$ cat config.mk
export PLATFORM = sky130hd
export DESIGN_NAME = round_robin_task_scheduler_unit
export DESIGN_NICKNAME = d
export VERILOG_FILES = /design/src/rtl/rrts_pkg.sv /design/src/rtl/rrts_ram.sv /design/src/rtl/rrts_ctrl.sv /design/src/rtl/rrts_dpath.sv /design/src/rtl/round_robin_task_scheduler_unit.sv
export SDC_FILE = /design/constraint.sdc
export NUM_CORES = 1
export LEC_CHECK = 0
export BUFFER_PORTS_ARGS = -buffer_cell sky130_fd_sc_hd__buf_2
export CORE_MARGIN = 1.5
export CORE_UTILIZATION = 62
export DETAILED_ROUTE_END_ITERATION = 16
export PLACE_DENSITY = 0.87
export SLEW_MARGIN = 20
export SYNTH_ARGS = -nofsm -noshare
export SYNTH_HDL_FRONTEND = slang
export SYNTH_SLANG_ARGS = --single-unit
$ cat constraint.sdc
create_clock -name clock -period 5.7 [get_ports clock]
set_input_delay 0.57 -clock clock [delete_from_list [all_inputs] [get_ports clock]]
set_output_delay 0.57 -clock clock [all_outputs]
set_load 0.005 [all_outputs]
$ cat src/rtl/rrts_pkg.sv
// Shared types and constants for the round-robin task scheduler.
// No dependencies; imported by the controller, datapath and top level.
package rrts_pkg;

   localparam int TASK_W   = 4;   // task index field width
   localparam int TIME_W   = 16;  // tick and burst width
   localparam int QUANT_W  = 8;   // quantum and slice counter width
   localparam int COUNT_W  = 5;   // task_count register width
   localparam int CSR_IW   = 4;   // configuration index width
   localparam int CSR_DW   = 8;   // configuration data width

   localparam logic [CSR_IW-1:0] CSR_QUANTUM    = 4'd0;
   localparam logic [CSR_IW-1:0] CSR_TASK_COUNT = 4'd1;

   localparam logic [QUANT_W-1:0] QUANTUM_RESET    = 8'd2;
   localparam logic [COUNT_W-1:0] TASK_COUNT_RESET = 5'd1;

   localparam logic KIND_LOAD = 1'b0;
   localparam logic KIND_TICK = 1'b1;

   // controller -> datapath
   typedef struct packed {
      logic load;        // write a task entry from the request ports
      logic check;       // release or preempt the running task
      logic scan_clear;  // point the arrival scan at task 0
      logic scan_step;   // compare one arrival entry, advance scan
      logic dispatch;    // pop queue head if processor idle
      logic run;         // charge one tick, emit result
   } cmd_type;

   // datapath -> controller
   typedef struct packed {
      logic scan_last;   // scan sits on the last task in use
      logic count_zero;  // no task in use, skip the scan
      logic out_free;    // result register can take a new result
   } status_type;

endpackage

$ cat src/rtl/rrts_ram.sv
// Generic single-write, single-read RAM with registered read data.
// No dependencies; used for the task tables and the ready queue.
module rrts_ram #(
   parameter int WIDTH = 16,
   parameter int DEPTH = 16
) (
   input  logic                     clock,
   input  logic                     wr_en,
   input  logic [$clog2(DEPTH)-1:0] wr_addr,
   input  logic [WIDTH-1:0]         wr_data,
   input  logic [$clog2(DEPTH)-1:0] rd_addr,
   output logic [WIDTH-1:0]         rd_data
);

   logic [WIDTH-1:0] mem_ff [DEPTH];
   logic [WIDTH-1:0] rd_data_ff;

   always_ff @(posedge clock) begin
      if (wr_en) begin
         mem_ff[wr_addr] <= wr_data;
      end
      rd_data_ff <= mem_ff[rd_addr];
   end

   assign rd_data = rd_data_ff;

endmodule

$ cat src/rtl/rrts_ctrl.sv
// Sequencing state machine for the scheduler.
// Depends on rrts_pkg; drives rrts_dpath through cmd_type.
module rrts_ctrl
   import rrts_pkg::*;
(
   input  logic       clock,
   input  logic       reset,
   input  logic       req_valid,
   input  logic       req_kind,
   output logic       req_ready,
   input  status_type status,
   output cmd_type    cmd
);

   typedef enum logic [6:0] {
      ST_IDLE     = 7'b0000001,
      ST_CHECK    = 7'b0000010,
      ST_SCAN     = 7'b0000100,
      ST_QWAIT    = 7'b0001000,
      ST_DISPATCH = 7'b0010000,
      ST_RWAIT    = 7'b0100000,
      ST_RUN      = 7'b1000000
   } state_type;

   state_type state_ff, state_in;

   always_ff @(posedge clock) begin
      if (reset) begin
         state_ff <= ST_IDLE;
      end else begin
         state_ff <= state_in;
      end
   end

   always_comb begin
      state_in = state_ff;
      cmd      = '0;
      req_ready = 1'b0;
      unique case (state_ff)
         ST_IDLE: begin
            req_ready = 1'b1;
            if (req_valid && req_kind == KIND_LOAD) begin
               cmd.load = 1'b1;
            end
            if (req_valid && req_kind == KIND_TICK) begin
               state_in = ST_CHECK;
            end
         end
         ST_CHECK: begin
            cmd.check      = 1'b1;
            cmd.scan_clear = 1'b1;
            state_in = status.count_zero ? ST_QWAIT : ST_SCAN;
         end
         ST_SCAN: begin
            cmd.scan_step = 1'b1;
            if (status.scan_last) begin
               state_in = ST_QWAIT;
            end
         end
         ST_QWAIT: begin
            state_in = ST_DISPATCH;   // queue head read settles
         end
         ST_DISPATCH: begin
            cmd.dispatch = 1'b1;
            state_in = ST_RWAIT;
         end
         ST_RWAIT: begin
            state_in = ST_RUN;        // remaining entry of new task settles
         end
         ST_RUN: begin
            if (status.out_free) begin
               cmd.run  = 1'b1;
               state_in = ST_IDLE;
            end
         end
         default: begin
            state_in = ST_IDLE;
         end
      endcase
   end

endmodule

$ cat src/rtl/rrts_dpath.sv
// Scheduler datapath: task tables, ready queue, counters, result register.
// Depends on rrts_pkg and rrts_ram; steered by rrts_ctrl via cmd_type.
module rrts_dpath
   import rrts_pkg::*;
#(
   parameter int MAX_TASKS = 16
) (
   input  logic                clock,
   input  logic                reset,
   input  cmd_type             cmd,
   output status_type          status,
   input  logic [TASK_W-1:0]   req_task_index,
   input  logic [TIME_W-1:0]   req_arrival_time,
   input  logic [TIME_W-1:0]   req_burst_length,
   input  logic                csr_valid,
   input  logic [CSR_IW-1:0]   csr_index,
   input  logic [CSR_DW-1:0]   csr_data,
   output logic                rsp_valid,
   input  logic                rsp_ready,
   output logic [TIME_W-1:0]   rsp_current_time,
   output logic [TASK_W-1:0]   rsp_running_task,
   output logic                rsp_running_valid,
   output logic [TIME_W-1:0]   rsp_switch_count,
   output logic                rsp_all_done
);

   localparam int AW  = $clog2(MAX_TASKS);
   localparam int FW  = $clog2(MAX_TASKS + 1);
   // one spare bit so MAX_TASKS itself fits in the range compare
   localparam int IXW = ((AW > TASK_W) ? AW : TASK_W) + 1;
   localparam int CNW = $clog2(MAX_TASKS + 32) + 1;
   localparam logic [AW-1:0] LAST_SLOT = AW'(MAX_TASKS - 1);

   // configuration
   logic [QUANT_W-1:0] quantum_ff;
   logic [COUNT_W-1:0] task_count_ff;

   // scheduler state
   logic [AW-1:0]      head_ff, head_in;
   logic [AW-1:0]      tail_ff, tail_in;
   logic [FW-1:0]      fill_ff, fill_in;
   logic [AW-1:0]      cur_ff, cur_in;
   logic               busy_ff, busy_in;
   logic [QUANT_W-1:0] slice_ff, slice_in;
   logic [TIME_W-1:0]  tick_ff, tick_in;
   logic [TIME_W-1:0]  preempt_ff, preempt_in;
   logic [TIME_W:0]    latest_ff, latest_in;
   logic [AW-1:0]      scan_ff, scan_in;

   // result register
   logic               rsp_valid_ff, rsp_valid_in;
   logic [TIME_W-1:0]  rsp_time_ff;
   logic [TASK_W-1:0]  rsp_task_ff;
   logic               rsp_run_ff;
   logic [TIME_W-1:0]  rsp_switch_ff;
   logic               rsp_done_ff;

   // memory ports
   logic [TIME_W-1:0]  arr_rd, rem_rd;
   logic [AW-1:0]      q_rd;
   logic               rem_we;
   logic [AW-1:0]      rem_wa;
   logic [TIME_W-1:0]  rem_wd;

   // misc
   logic [IXW-1:0]     idx_w;
   logic               load_ok;
   logic [AW-1:0]      load_addr;
   logic [TIME_W:0]    load_sum;
   logic [CNW-1:0]     count_eff;
   logic               release_ev, preempt_ev;
   logic               push_req, push_ok;
   logic [AW-1:0]      push_task;
   logic               pop_en;
   logic               rem_dec;
   logic [TIME_W-1:0]  tick_next;

   assign idx_w     = IXW'(req_task_index);
   assign load_ok   = cmd.load && (idx_w < IXW'(MAX_TASKS));
   assign load_addr = idx_w[AW-1:0];
   assign load_sum  = {1'b0, req_arrival_time} + {1'b0, req_burst_length};

   assign count_eff = (CNW'(task_count_ff) > CNW'(MAX_TASKS)) ?
                      CNW'(MAX_TASKS) : CNW'(task_count_ff);

   assign status.count_zero = (task_count_ff == '0);
   assign status.scan_last  = ((CNW'(scan_ff) + CNW'(1)) == count_eff);
   assign status.out_free   = !rsp_valid_ff || rsp_ready;

   // release on no work left, else preempt when the slice is spent
   assign release_ev = cmd.check && busy_ff && (rem_rd == '0);
   assign preempt_ev = cmd.check && busy_ff && (rem_rd != '0) && (slice_ff >= quantum_ff);

   always_comb begin
      push_req  = 1'b0;
      push_task = cur_ff;
      if (preempt_ev) begin
         push_req = 1'b1;
      end else if (cmd.scan_step && arr_rd == tick_ff) begin
         push_req  = 1'b1;
         push_task = scan_ff;
      end
   end

   assign push_ok   = push_req && (fill_ff < FW'(MAX_TASKS));
   assign pop_en    = cmd.dispatch && !busy_ff && (fill_ff != '0);
   assign rem_dec   = cmd.run && busy_ff && (rem_rd != '0);
   assign tick_next = tick_ff + TIME_W'(1);

   // arrival scan pointer doubles as the arrival table read address
   always_comb begin
      scan_in = scan_ff;
      if (cmd.scan_clear) begin
         scan_in = '0;
      end else if (cmd.scan_step && !status.scan_last) begin
         scan_in = scan_ff + AW'(1);
      end
   end

   always_comb begin
      head_in    = head_ff;
      tail_in    = tail_ff;
      fill_in    = fill_ff;
      cur_in     = cur_ff;
      busy_in    = busy_ff;
      slice_in   = slice_ff;
      tick_in    = tick_ff;
      preempt_in = preempt_ff;
      latest_in  = latest_ff;
      if (load_ok && load_sum > latest_ff) begin
         latest_in = load_sum;
      end
      if (release_ev || preempt_ev) begin
         busy_in  = 1'b0;
         slice_in = '0;
      end
      if (preempt_ev && preempt_ff != '1) begin
         preempt_in = preempt_ff + TIME_W'(1);
      end
      if (push_ok) begin
         tail_in = (tail_ff == LAST_SLOT) ? '0 : tail_ff + AW'(1);
         fill_in = fill_ff + FW'(1);
      end
      if (pop_en) begin
         cur_in   = q_rd;
         busy_in  = 1'b1;
         slice_in = '0;
         head_in  = (head_ff == LAST_SLOT) ? '0 : head_ff + AW'(1);
         fill_in  = fill_ff - FW'(1);
      end
      if (cmd.run) begin
         tick_in = tick_next;
         if (busy_ff && slice_ff != '1) begin
            slice_in = slice_ff + QUANT_W'(1);
         end
      end
   end

   always_ff @(posedge clock) begin
      if (reset) begin
         quantum_ff    <= QUANTUM_RESET;
         task_count_ff <= TASK_COUNT_RESET;
         head_ff       <= '0;
         tail_ff       <= '0;
         fill_ff       <= '0;
         cur_ff        <= '0;
         busy_ff       <= 1'b0;
         slice_ff      <= '0;
         tick_ff       <= '0;
         preempt_ff    <= '0;
         latest_ff     <= '0;
         scan_ff       <= '0;
         rsp_valid_ff  <= 1'b0;
      end else begin
         if (csr_valid) begin
            unique case (csr_index)
               CSR_QUANTUM:    quantum_ff    <= csr_data;
               CSR_TASK_COUNT: task_count_ff <= csr_data[COUNT_W-1:0];
               default: ;
            endcase
         end
         head_ff      <= head_in;
         tail_ff      <= tail_in;
         fill_ff      <= fill_in;
         cur_ff       <= cur_in;
         busy_ff      <= busy_in;
         slice_ff     <= slice_in;
         tick_ff      <= tick_in;
         preempt_ff   <= preempt_in;
         latest_ff    <= latest_in;
         scan_ff      <= scan_in;
         rsp_valid_ff <= rsp_valid_in;
      end
   end

   always_comb begin
      rsp_valid_in = rsp_valid_ff;
      if (cmd.run) begin
         rsp_valid_in = 1'b1;
      end else if (rsp_ready) begin
         rsp_valid_in = 1'b0;
      end
   end

   // payload, loaded only with a new result
   always_ff @(posedge clock) begin
      if (cmd.run) begin
         rsp_time_ff   <= tick_ff;
         rsp_task_ff   <= busy_ff ? TASK_W'(cur_ff) : '0;
         rsp_run_ff    <= busy_ff;
         rsp_switch_ff <= preempt_ff;
         rsp_done_ff   <= ({1'b0, tick_next} >= latest_ff) && !busy_ff && (fill_ff == '0);
      end
   end

   // remaining table: load write or one-tick decrement, never together
   always_comb begin
      rem_we = load_ok || rem_dec;
      rem_wa = load_ok ? load_addr : cur_ff;
      rem_wd = load_ok ? req_burst_length : rem_rd - TIME_W'(1);
   end

   rrts_ram #(.WIDTH(TIME_W), .DEPTH(MAX_TASKS)) u_arrival (
      .clock   (clock),
      .wr_en   (load_ok),
      .wr_addr (load_addr),
      .wr_data (req_arrival_time),
      .rd_addr (scan_in),
      .rd_data (arr_rd)
   );

   rrts_ram #(.WIDTH(TIME_W), .DEPTH(MAX_TASKS)) u_remaining (
      .clock   (clock),
      .wr_en   (rem_we),
      .wr_addr (rem_wa),
      .wr_data (rem_wd),
      .rd_addr (cur_ff),
      .rd_data (rem_rd)
   );

   rrts_ram #(.WIDTH(AW), .DEPTH(MAX_TASKS)) u_queue (
      .clock   (clock),
      .wr_en   (push_ok),
      .wr_addr (tail_ff),
      .wr_data (push_task),
      .rd_addr (head_ff),
      .rd_data (q_rd)
   );

   assign rsp_valid         = rsp_valid_ff;
   assign rsp_current_time  = rsp_time_ff;
   assign rsp_running_task  = rsp_task_ff;
   assign rsp_running_valid = rsp_run_ff;
   assign rsp_switch_count  = rsp_switch_ff;
   assign rsp_all_done      = rsp_done_ff;

endmodule

$ cat src/rtl/round_robin_task_scheduler_unit.sv
// Top level of the round-robin task scheduler.
// Depends on rrts_pkg, rrts_ctrl, rrts_dpath (which uses rrts_ram).
//
// Round-robin time-slice scheduler. A load request (kind 0) stores a task's
// arrival tick and burst length and produces no response. A tick request
// (kind 1) releases a finished task or preempts one whose slice reached the
// quantum to the tail of the ready FIFO, enqueues every task in use whose
// arrival equals the current time in index order, dispatches the queue head
// if the processor is idle, then charges one tick and returns one response
// with time, running task, switch count and a done flag. A tick passes
// through the check, scan, queue wait, dispatch, remaining-table wait and
// run states before the response is loaded (no scan when task_count is 0):
// the arrival table is walked one entry per cycle through its single read
// port, task_count entries capped at MAX_TASKS, plus steps for release,
// queue and table read latency, and the update. The next request is taken
// as soon as the sequencer is back in idle, even while the last response
// still waits for rsp_ready; a tick that finishes while the response
// register is full holds until it drains.
// Configuration writes are always accepted (csr_ready is tied high):
// index 0 quantum, index 1 task_count; other indexes are ignored. Table
// entries read before being loaded are undefined.
module round_robin_task_scheduler_unit
   import rrts_pkg::*;
#(
   parameter int MAX_TASKS = 16
) (
   input  logic                clock,
   input  logic                reset,
   // request channel
   input  logic                req_valid,
   output logic                req_ready,
   input  logic                req_kind,
   input  logic [TASK_W-1:0]   req_task_index,
   input  logic [TIME_W-1:0]   req_arrival_time,
   input  logic [TIME_W-1:0]   req_burst_length,
   // response channel
   output logic                rsp_valid,
   input  logic                rsp_ready,
   output logic [TIME_W-1:0]   rsp_current_time,
   output logic [TASK_W-1:0]   rsp_running_task,
   output logic                rsp_running_valid,
   output logic [TIME_W-1:0]   rsp_switch_count,
   output logic                rsp_all_done,
   // configuration write channel
   input  logic                csr_valid,
   output logic                csr_ready,
   input  logic [CSR_IW-1:0]   csr_index,
   input  logic [CSR_DW-1:0]   csr_data
);

   cmd_type    cmd;
   status_type status;

   // register writes always land, no backpressure needed
   assign csr_ready = 1'b1;

   rrts_ctrl u_ctrl (
      .clock     (clock),
      .reset     (reset),
      .req_valid (req_valid),
      .req_kind  (req_kind),
      .req_ready (req_ready),
      .status    (status),
      .cmd       (cmd)
   );

   // load writes are qualified inside by the transfer (cmd.load)
   rrts_dpath #(.MAX_TASKS(MAX_TASKS)) u_dpath (
      .clock             (clock),
      .reset             (reset),
      .cmd               (cmd),
      .status            (status),
      .req_task_index    (req_task_index),
      .req_arrival_time  (req_arrival_time),
      .req_burst_length  (req_burst_length),
      .csr_valid         (csr_valid),
      .csr_index         (csr_index),
      .csr_data          (csr_data),
      .rsp_valid         (rsp_valid),
      .rsp_ready         (rsp_ready),
      .rsp_current_time  (rsp_current_time),
      .rsp_running_task  (rsp_running_task),
      .rsp_running_valid (rsp_running_valid),
      .rsp_switch_count  (rsp_switch_count),
      .rsp_all_done      (rsp_all_done)
   );

endmodule
==> key figures <==
Run status
  – Outcome: finished clean

GRT
  – Pin count of the biggest net entering global routing: 99
  – First-pass GRT wire length: 109000 µm
  – Gr ovfl total: 0
  – Initial antenna violation count: 7
  – Vias in the first global route: 18404
  – Total GRT Usage: 0.278

Worst setup path
  – Reg2reg end: u_dpath.u_remaining.mem_ff[1][12]
  – Reg2Reg Depth: 8
  – Critical Path AT: 5140 ps
  – Reg-to-reg startpoint: u_ctrl.state_ff[6]
  – Req. time, crit path: 6150 ps
  – Crit path launch type: input port
  – Crit Path Max Fanout: 17
  – Endpoint class of the critical path: flop
  – Slowest CP cell: fa_1
  – R2R Setup Slk: 1280 ps
  – Type of the worst setup path: in2reg
  – Cells along the critical path: buf_2 > ha_1 > fa_1 > a21o_1 > a21oi_1 > o21ai_0 > a21oi_1 > nor3_1 > o311a_1 > o21ai_0 > nand2b_1 > ha_1 > nand4_1 > nor3_1 > nand4_1 > nand2_1 > a21o_1 > buf_4 > mux2i_1 > nor2_1
  – Worst path max stage delay: 410 ps

Routing
  – Vias per cell: 6.32
  – DRC viols: 0
  – Vias: 18234
  – Routed WL per cell: 24.9 µm
  – Final Routed Wirelength: 72000 µm
  – Starting DRC count in detailed routing: 1950
  – First-pass detailed-route iteration total: 6
  – Final antenna-violating net count: 0

Power
  – Logic pwr share: 0.096
  – Sw frac: 0.227
  – Pint: 9640 µW
  – Leakage: 0.0118 µW
  – Max VDD drop: 0.246 mV
  – Switch Pwr: 2840 µW
  – Sequential share of power: 0.506
  – Clock power share: 0.398
  – Pwr Density: 352 mW/mm²
  – Overall power: 12500 µW

Logic synthesis
  – Syn nets: 2136
  – Prevailing post-synth register cell: edfxtp_1
  – Netlist area before placement: 0.0317 mm²
  – Synth cell types: 74
  – Cell count after synthesis: 2010
  – Register bit count reported by yosys: 750
  – Post-synth EDFFs: 614
  – Post-synthesis sequential area ratio: 0.667
  – Synth async-reset ratio: 0
  – Synth Warn #: 0
  – Syn avg cell area: 15.8 µm²

Timing
  – Final Skew: 29.1 ps
  – Setup TNS: 0 ps
  – Hold slack: 214 ps
  – Period utilisation layout: 0.821
  – Slew @ Worst Pin: 1140 ps
  – Unrepaired setup endpoints after global routing: no
  – Slew headroom: 0.234
  – Final Critical Period: 4680 ps
  – Max Slew Vio Count: 0
  – Max Clk Rate: 0.214 GHz
  – Setup violators final: 0
  – Final hold violation count: 0

Clocking
  – Post-cts sizing count: 0
  – Clk sinks: 750
  – Worst-path clk slew: 60 ps
  – Cts hold-fix bufs: 0
  – CTS Root Cell: clkbuf_16
  – CTS max path bufs: 3
  – TritonCTS clock tree: done
  – Clock Latency Late Sink: 620 ps
  – TritonCTS buffer count: 72
  – Post-CTS setup buffers: 0
  – Max H-tree Level: 3

Placement
  – Placed Area: 0.0330 mm²
  – Placed wire-length estimate: 43300 µm
  – # port buffers: 93
  – Dpl cells: 2748
  – Global placer's final weighted congestion: 0.928

Finish
  – Non-Filler Instances: 2886
  – Commonest non-fill, non-tap cell in the layout: edfxtp_1
  – Final net count: 2277
  – Layout area overhead: 11.9%
  – Commonest non-fill, non-tap cells in the layout: edfxtp_1 (614), mux2i_1 (275), nor2_1 (161), dfxtp_1 (134), mux4_2 (100)
  – Cell area after layout: 0.0355 mm²
  – Layout cells sized above 1: 0.179

Floorplanning
  – Ports: 95
  – Chip Height: 229 µm
  – Die Area: 0.0525 mm²
  – Core area: 0.0504 mm²
  – Chip width: 229 µm
  – Site row count: 82
  – Starting Density: 0.630

Flow run
  – Max Cap Viol: 0

Hold path
  – Hold path endpoint: u_dpath.quantum_ff[1]
  – Hold WC Path Type: in2reg
  – Hold Crit Start: csr_data[1]
  – Hold Path Depth: 2
routing by layer:
| layer | share of wire | up-vias | GRT usage |
|---|---|---|---|
| met5 | 0 | - | 0 |
| met4 | 0.048 | 0 | 0.136 |
| met3 | 0.083 | 210 | 0.0443 |
| met2 | 0.49 | 979 | 0.459 |
| met1 | 0.37 | 9089 | 0.361 |
| li1 | - | 7956 | - |
kinds of logic (layout without fill, tap and decap cells):
kind of cell             Yosys count  in the layout  synth area share
AO/OA/AOI/OAI                    166            166            0.0327
AND/OR/NAND/NOR                  413            413            0.0628
XOR/XNOR                          91             91            0.0256
other                              1              8          0.000118
buffers and inverters            139            336            0.0242
flip-flops                       750            750             0.667
multiplexers                     378            378             0.159
adder cells (fa/ha/maj)           72             72            0.0289
critical path: cells and delay by family:
| kind | cells | cell delay [ps] |
|---|---|---|
| simple gates | 7 | 950 |
| compound gates | 7 | 1870 |
| fa+ha+maj | 3 | 970 |
| buf+inv | 2 | 490 |
| mux | 1 | 270 |
state kept, by name (all words and copies together) (netlist names), 5 cells and up:
| signal | count |
|---|---|
| u_dpath.u_remaining.rd_data | 16 |
| u_dpath.task_count_ff | 5 |
| u_ctrl.state_ff | 7 |
| u_dpath.quantum_ff | 8 |
| u_dpath.rsp_switch_count | 16 |
| u_dpath.u_queue.mem_ff | 64 |
| u_dpath.latest_ff | 17 |
| u_dpath.tick_ff | 16 |
| u_dpath.u_remaining.mem_ff | 256 |
| u_dpath.u_arrival.rd_data | 16 |
| u_dpath.slice_ff | 8 |
| u_dpath.rsp_current_time | 16 |
| u_dpath.u_arrival.mem_ff | 256 |
| u_dpath.fill_ff | 5 |
| u_dpath.preempt_ff | 16 |
worst max-delay path by stage:
stage	start	endpoint	slack, ps	depth (start not counted)
after detailed placement	req_arrival_time[0]	u_dpath.latest_ff[11]	480	20
final	req_arrival_time[0]	u_dpath.latest_ff[11]	1020	20
after global placement	req_arrival_time[0]	u_dpath.latest_ff[7]	700	20
after floorplan	req_arrival_time[0]	u_dpath.latest_ff[10]	1230	20
after CTS	req_arrival_time[0]	u_dpath.latest_ff[11]	1080	20
after global routing	req_arrival_time[0]	u_dpath.latest_ff[11]	600	20
synth_stat cells (5+ instances only):
cell type,n,share of area
or2_2,5,0.00099
o31ai_1,6,0.0014
nor2b_1,8,0.0016
a211oi_1,6,0.0014
mux4_2,100,0.071
buf_1,14,0.0017
or3_1,10,0.0020
nor2_1,166,0.020
ha_1,70,0.028
edfxtp_1,614,0.58
buf_2,9,0.0014
nand2_1,74,0.0088
nand4_1,13,0.0026
buf_12,11,0.0069
o21a_1,13,0.0031
mux2i_1,275,0.087
a21oi_1,43,0.0068
inv_1,55,0.0065
nor3_1,38,0.0060
dfxtp_1,136,0.086
o21bai_1,5,0.0012
nand3_1,26,0.0041
o21ai_0,44,0.0069
and2_1,7,0.0014
nand3b_1,6,0.0014
a21o_1,13,0.0031
and3_1,13,0.0026
clkbuf_1,40,0.0047
nor4_1,10,0.0020
xnor2_1,42,0.012
xor2_1,48,0.013
buf_4,6,0.0014
nand2b_1,10,0.0020
a31oi_1,10,0.0020
through the flow:
stage | util | setup slack (ps)
after floorplan | - | 1230
after global placement | 0.655 | 699
after detailed placement | 0.655 | 475
after CTS | 0.704 | 1080
after global routing | 0.705 | 604
final | 0.705 | 1020
final cells by class:
cell class	instances	area, µm²
Antenna cell	7	17.5
Tap cell	672	841
Fill cell	3019	14900
Clock buffer	106	2070
Inverter	55	206
Timing Repair Buffer	151	916
Sequential cell	750	21200
Multi-Input combinational cell	1121	9890
Clock inverter	24	395
power by group through the flow:
| stage | registers, µW | logic (µW) | clock network, µW |
|---|---|---|---|
| after detailed placement | 6430 | 1150 | 0 |
| after global placement | 6420 | 1090 | 0 |
| after floorplan | 6410 | 810 | 0 |
| after global routing | 6320 | 1300 | 5230 |
| after CTS | 6310 | 1170 | 5020 |
| final | 6310 | 1200 | 4970 |
Note: power is estimated with default switching activity, not from simulation.
